<file path="config.mk">
export PLATFORM = sky130hd
export DESIGN_NAME = scs_ctrl
export DESIGN_NICKNAME = d
export VERILOG_FILES = /design/src/rtl/scs_pkg.sv /design/src/rtl/scs_ctrl.sv
export SDC_FILE = /design/constraint.sdc
export NUM_CORES = 1
export LEC_CHECK = 0
export BUFFER_PORTS_ARGS = -buffer_cell sky130_fd_sc_hd__clkbuf_2
export CAP_MARGIN = 20
export CORE_AREA = 4 4 41 43
export CTS_CLUSTER_SIZE = 8
export DETAILED_ROUTE_END_ITERATION = 12
export DIE_AREA = 0 0 45 47
export GPL_TIMING_DRIVEN = 0
export PLACE_DENSITY = 0.66
export SLEW_MARGIN = 20
export SYNTH_ARGS = -nofsm -noshare
export SYNTH_HDL_FRONTEND = slang
export SYNTH_SLANG_ARGS = --single-unit
</file>
<file path="constraint.sdc">
create_clock -name clk -period 2 [get_ports clk]
set_clock_uncertainty 0.2 [all_clocks]
set_input_delay 0.6 -clock clk [delete_from_list [all_inputs] [get_ports clk]]
set_output_delay 0.6 -clock clk [all_outputs]
set_load 0.005 [all_outputs]
</file>
<file path="src/rtl/scs_pkg.sv">
`timescale 1ns / 1ps
// Shared types and constants for the segment color statistics unit.
// No dependencies; every other file imports this package.
package scs_pkg;

    localparam int COORD_W   = 10;
    localparam int COLOR_W   = 8;
    localparam int CNT_OUT_W = 17;
    localparam int RGB_W     = 3 * COLOR_W;
    localparam int DIST_W    = 18;

    localparam logic [COLOR_W-1:0]   COLOR_MAX       = 8'd255;
    localparam logic [COLOR_W-1:0]   COLOR_MIN       = 8'd0;
    localparam logic [CNT_OUT_W-1:0] MIN_COUNT_RESET = 17'd8;

    typedef enum logic [2:0] {
        ST_ACCUM,
        ST_DIV_START,
        ST_DIV_WAIT,
        ST_SCAN_START,
        ST_SCAN_WAIT,
        ST_FINISH
    } state_t;

    typedef enum logic [2:0] {
        SEL_ROW,
        SEL_COL,
        SEL_RED,
        SEL_GREEN,
        SEL_BLUE
    } div_sel_t;

    typedef struct packed {
        logic     accum_en;
        logic     div_start;
        div_sel_t div_sel;
        logic     scan_start;
        logic     load_result;
    } ctrl_cmd_t;

    typedef struct packed {
        logic count_zero;
        logic div_done;
        logic scan_done;
        logic out_busy;
    } ctrl_status_t;

    typedef struct packed {
        logic [COORD_W-1:0]   center_row;
        logic [COORD_W-1:0]   center_col;
        logic [COLOR_W-1:0]   mean_red;
        logic [COLOR_W-1:0]   mean_green;
        logic [COLOR_W-1:0]   mean_blue;
        logic [COLOR_W-1:0]   main_red;
        logic [COLOR_W-1:0]   main_green;
        logic [COLOR_W-1:0]   main_blue;
        logic [CNT_OUT_W-1:0] pixel_count;
        logic                 stats_valid;
        logic                 keep_segment;
    } result_t;

    function automatic logic is_magenta(input logic [COLOR_W-1:0] r,
                                        input logic [COLOR_W-1:0] g,
                                        input logic [COLOR_W-1:0] b);
        return (r == COLOR_MAX) && (g == COLOR_MIN) && (b == COLOR_MAX);
    endfunction

endpackage

</file>
<file path="src/rtl/scs_ctrl.sv">
`timescale 1ns / 1ps
// Controller: sequences accumulation, the five mean divisions, the color scan
// and the result hand-off. Depends on scs_pkg.
module scs_ctrl (
    input  logic                  clk,
    input  logic                  rst_n,
    input  logic                  in_valid,
    input  logic                  in_last,
    output logic                  in_ready,
    output scs_pkg::ctrl_cmd_t    cmd,
    input  scs_pkg::ctrl_status_t status
);
    import scs_pkg::*;

    state_t   state_reg;
    state_t   state_next;
    div_sel_t div_sel_reg;
    div_sel_t div_sel_next;
    logic     accept;

    always_ff @(posedge clk or negedge rst_n)
    begin
        if (!rst_n)
        begin
            state_reg   <= ST_ACCUM;
            div_sel_reg <= SEL_ROW;
        end
        else
        begin
            state_reg   <= state_next;
            div_sel_reg <= div_sel_next;
        end
    end

    assign accept = in_valid && (state_reg == ST_ACCUM);

    always_comb
    begin
        state_next      = state_reg;
        div_sel_next    = div_sel_reg;
        in_ready        = 1'b0;
        cmd.accum_en    = 1'b0;
        cmd.div_start   = 1'b0;
        cmd.div_sel     = div_sel_reg;
        cmd.scan_start  = 1'b0;
        cmd.load_result = 1'b0;
        case (state_reg)
            ST_ACCUM:
            begin
                in_ready     = 1'b1;
                cmd.accum_en = accept;
                if (accept && in_last)
                    state_next = ST_DIV_START;
            end
            ST_DIV_START:
            begin
                // an empty segment skips straight to the zero result
                if (status.count_zero)
                    state_next = ST_FINISH;
                else
                begin
                    cmd.div_start = 1'b1;
                    state_next    = ST_DIV_WAIT;
                end
            end
            ST_DIV_WAIT:
            begin
                if (status.div_done)
                begin
                    case (div_sel_reg)
                        SEL_ROW:
                        begin
                            div_sel_next = SEL_COL;
                            state_next   = ST_DIV_START;
                        end
                        SEL_COL:
                        begin
                            div_sel_next = SEL_RED;
                            state_next   = ST_DIV_START;
                        end
                        SEL_RED:
                        begin
                            div_sel_next = SEL_GREEN;
                            state_next   = ST_DIV_START;
                        end
                        SEL_GREEN:
                        begin
                            div_sel_next = SEL_BLUE;
                            state_next   = ST_DIV_START;
                        end
                        default:
                        begin
                            div_sel_next = SEL_ROW;
                            state_next   = ST_SCAN_START;
                        end
                    endcase
                end
            end
            ST_SCAN_START:
            begin
                cmd.scan_start = 1'b1;
                state_next     = ST_SCAN_WAIT;
            end
            ST_SCAN_WAIT:
            begin
                if (status.scan_done)
                    state_next = ST_FINISH;
            end
            ST_FINISH:
            begin
                // hold until the output register can take the item
                if (!status.out_busy)
                begin
                    cmd.load_result = 1'b1;
                    state_next      = ST_ACCUM;
                end
            end
            default:
            begin
                state_next = ST_ACCUM;
            end
        endcase
    end

endmodule
</file>
### Yosys cells after proc, flatten, opt, wreduce, memory -nomap -nowiden

Cells that the tools add are included.

* flip-flop bits (word level): 6
* output and inout port bits: 8

* equality and inequality tests: 12
* mux-type cells: 15
* reductions and logical operators: 7

Operators with widths (number)
* 3-bit one-hot mux with 6 select lines: 1
* 3-bit two-way mux: 5
* 3-bit by 2-bit equality test with 1-bit output, second input constant: 4
* 3-bit one-hot mux with 4 select lines: 1
* 1-bit two-way mux: 7
* 3-bit by 1-bit equality test with 1-bit output, second input constant: 2
* 3-bit equality test, second input constant: 2
* 3-bit logical NOT: 2
* 2-bit != test, second input constant: 3
* 4-bit AND reduction: 1
* 4-bit OR reduction: 1
* 1-bit logical AND: 2
* 2-bit two-way mux: 1
* 2-bit by 1-bit != test with 1-bit output, second input constant: 1
* 2-bit AND reduction: 1

### Depth between registers and ports, before layout

* depth in word-level cells: 5
* depth in mapped cells: 4
* mapped depth without buffers: 3

### Worst setup path before layout

OpenSTA, ideal clock, no wires.

* path type: input to output
* start: input port status[3] (netlist bit)
* end: output port cmd[5] (netlist bit)
* arrival: 1.076 ns
* path slack: 0.124 ns
* stages on the path: 2
* path buffers: 0
* cell sequence: or3b_4 -> nor2_1

RTL lines
* start: declaration: line scs_ctrl.sv:11 `input scs_pkg::ctrl_status_t status`
* end: declaration: line scs_ctrl.sv:10 `output scs_pkg::ctrl_cmd_t cmd,`

==> run metrics <==
outcome=finished with violations; failing checks=negative setup slack; Crit path required time=approximately 1200 ps; met1 usage=about 11%; final hold vios=0; Mapped Area=~400 um^2; post-synth top area share=between 30% and 40%; row count=13; Die Ht=roughly 47 um; initial antenna violation count=0; worst setup margin=-93.5 ps; clock sinks=6; total grt overflow=0; cell taking the most area after synthesis=dfrtp_1; # port buffers=15; vias in the first global route=367; Hold Path Depth=1; Most Crowded Layer GR=met2; first-pass GRT wire length=1.48 mm; layout cells sized above 1=50.7%; H-tree levels=1; Synth warnings=0; post-route minimum period=approximately 2100 ps; fillcell total=between 100 and 150; dpl hpwl=~690 um; Avg WL per Cell=about 12 um; Fmax=between 0.4 and 0.5 GHz; Mean Syn Cell Area=between 9 and 10 um^2; final worst path period share=105%; largest net degree at the start of global routing=11; HP Class=register to register; cts bufs inserted=3; vias=400; Skew-Pair Late Insertion Delay=between 200 and 250 ps; IO Pins=16; Worst IR Drop VDD=around 700 uV; cells after synthesis=42; sum of negative setup slack=-117 ps; synthesized flop and latch total=6; critical path peak fanout=3; core area=between 0.001 and 0.0015 mm^2; grt met2 use=~16%; met3 Resource Use GR=around 2.3%; Leak=0.000296 uW; synth top area cells=dfrtp_1 (37%), buf_6 (8.4%), nand3b_1 (5.6%); PwrDens=roughly 1400 mW/mm^2; DIE AREA=roughly 0.0021 mm^2; worst-case clock buffer depth=2; Slew Viols, Final=0; Synth cell types=20; RSZ-0062 raised after global routing=yes; vias per cell=4.88; clock transition at the registers of the reported paths=around 40 ps; Crit Path Class=primary input to primary output; ANT nets after route=0; die width=about 45 um; Layout Area Growth over Synthesis=46.1%; final instance area=between 500 and 600 um^2; sequential area share after synthesis=~37%; Post-route DRC=0; drt total wl=roughly 980 um; Rel. slew slack=a little under nine tenths; CP Data Arrival Time=between 1000 and 1500 ps; TritonCTS clock tree=yes; Mapped Nets=50; Initial Utilization=30.9%; Setup violations, final=3; # diodes=0; All-Layer GR Usage=around a tenth; placed instance area=roughly 500 um^2; drt pass-1 iters=4; Clock Tree Root=clkbuf_4; Crit. End Element=primary output; r2r worst-path depth=3; CP Launch Type=primary input; Final GP Congestion=around 0.67; Max Cap Violations=0; Worst-Margin Slew=204 ps; final net count=77; drt initial violations=7
[routing by layer]
| layer | part of all wire (%) | vias up | routed length [um] |
|---|---|---|---|
| met1 | 41 | 190 | 401 |
| met3 | 6.1 | 0 | 60 |
| li1 | - | 197 | - |
| met2 | 53 | 13 | 519 |
| met4 | 0 | 0 | 0 |
| met5 | 0 | - | 0 |
[through the flow]
stage | cells | hold slack, ps | total power [uW] | worst slack, ps | utilization, %
3_3_place_gp | 72 | 233 | 628 | -80.4 | 38.1
3_5_place_dp | 72 | 235 | 639 | -83.0 | 38.1
6_report | 82 | 362 | 845 | -93.5 | 45.1
2_1_floorplan | 42 | 104 | 521 | 124 | -
4_1_cts | 80 | 369 | 801 | -114 | 42.9
5_1_grt | 82 | 391 | 914 | -138 | 45.1
[path summary, 6_finish.rpt]
kind | from | end | slack [ps]
worst max-delay path | status[3] | cmd[5] | -90
worst min-delay path | div_sel_reg[2]$_DFFE_PN0P_ | div_sel_reg[2]$_DFFE_PN0P_ | 360
worst max register to register | state_reg[1]$_DFFE_PN0P_ | div_sel_reg[0]$_DFFE_PN0P_ | 520
worst min register to register | div_sel_reg[2]$_DFFE_PN0P_ | div_sel_reg[2]$_DFFE_PN0P_ | 360
max in group asynchronous | rst_n | state_reg[0]$_DFFE_PN0P_ | 930
min in group asynchronous | rst_n | div_sel_reg[0]$_DFFE_PN0P_ | 520
[worst max-delay path, cell delays in order]
cell and delay [ps]:
clkbuf_2 100, or3b_4 400, nor2_2 80, clkbuf_2 110
[cell usage after synthesis (all sizes together)]
cell type / number
o21ai: 1
inv: 1
nor2: 6
nand2: 3
and2: 1
or3b: 1
a32o: 1
nor3: 1
nand3b: 3
mux2i: 2
and4bb: 1
a21o: 1
dfrtp: 6
mux2: 1
buf: 3
nand3: 3
nand2b: 2
a21oi: 4
nor4bb: 1
[final cells by class]
class	count	area, um^2	share of cell area, %
Sequential cell	6	150	25.6
Clock buffer	3	22.5	3.84
Multi-Input combinational cell	32	228	38.8
Timing Repair Buffer	23	141	24.1
Tap cell	15	18.8	3.20
Buffer	2	22.5	3.84
Inverter	1	3.75	0.640
[report_power, final]
group	internal, uW	switching [uW]	total (uW)	leakage (uW)
Combinational	299	206	505	0.000210
Sequential	174	58.8	232	0.0000717
Clock	67.6	39.7	107	0.0000138
[placed cells by master, fill, tap and decap left out, drive strengths merged, types with 2 or more instances in the layout]
cell type and n:
a21oi 4, nand2 3, nor2 6, nand3 3, mux2i 2, dfrtp 6
buf 10, nand2b 2, nand3b 3, clkbuf 17
[cell families (layout without fill, tap and decap cells)]
family	count (synthesis)	after routing	share of synthesized area, %
and+or+nand+nor	22	22	33.0
AOI/OAI and AO/OA	7	7	11.5
DFF	6	6	37.4
buffers and inverters	4	29	9.34
muxes	3	3	8.72
[repair_timing]
item | CTS | global route
pin swaps | 3 | 2
buffers inserted | 4 | 3
endpoints found under the hold margin | 6 | 0
hold buffers | 1 | 0
gates resized for setup | 0 | 5
setup endpoints to repair | 3 | 4
Note: power is estimated with default switching activity, not from simulation.
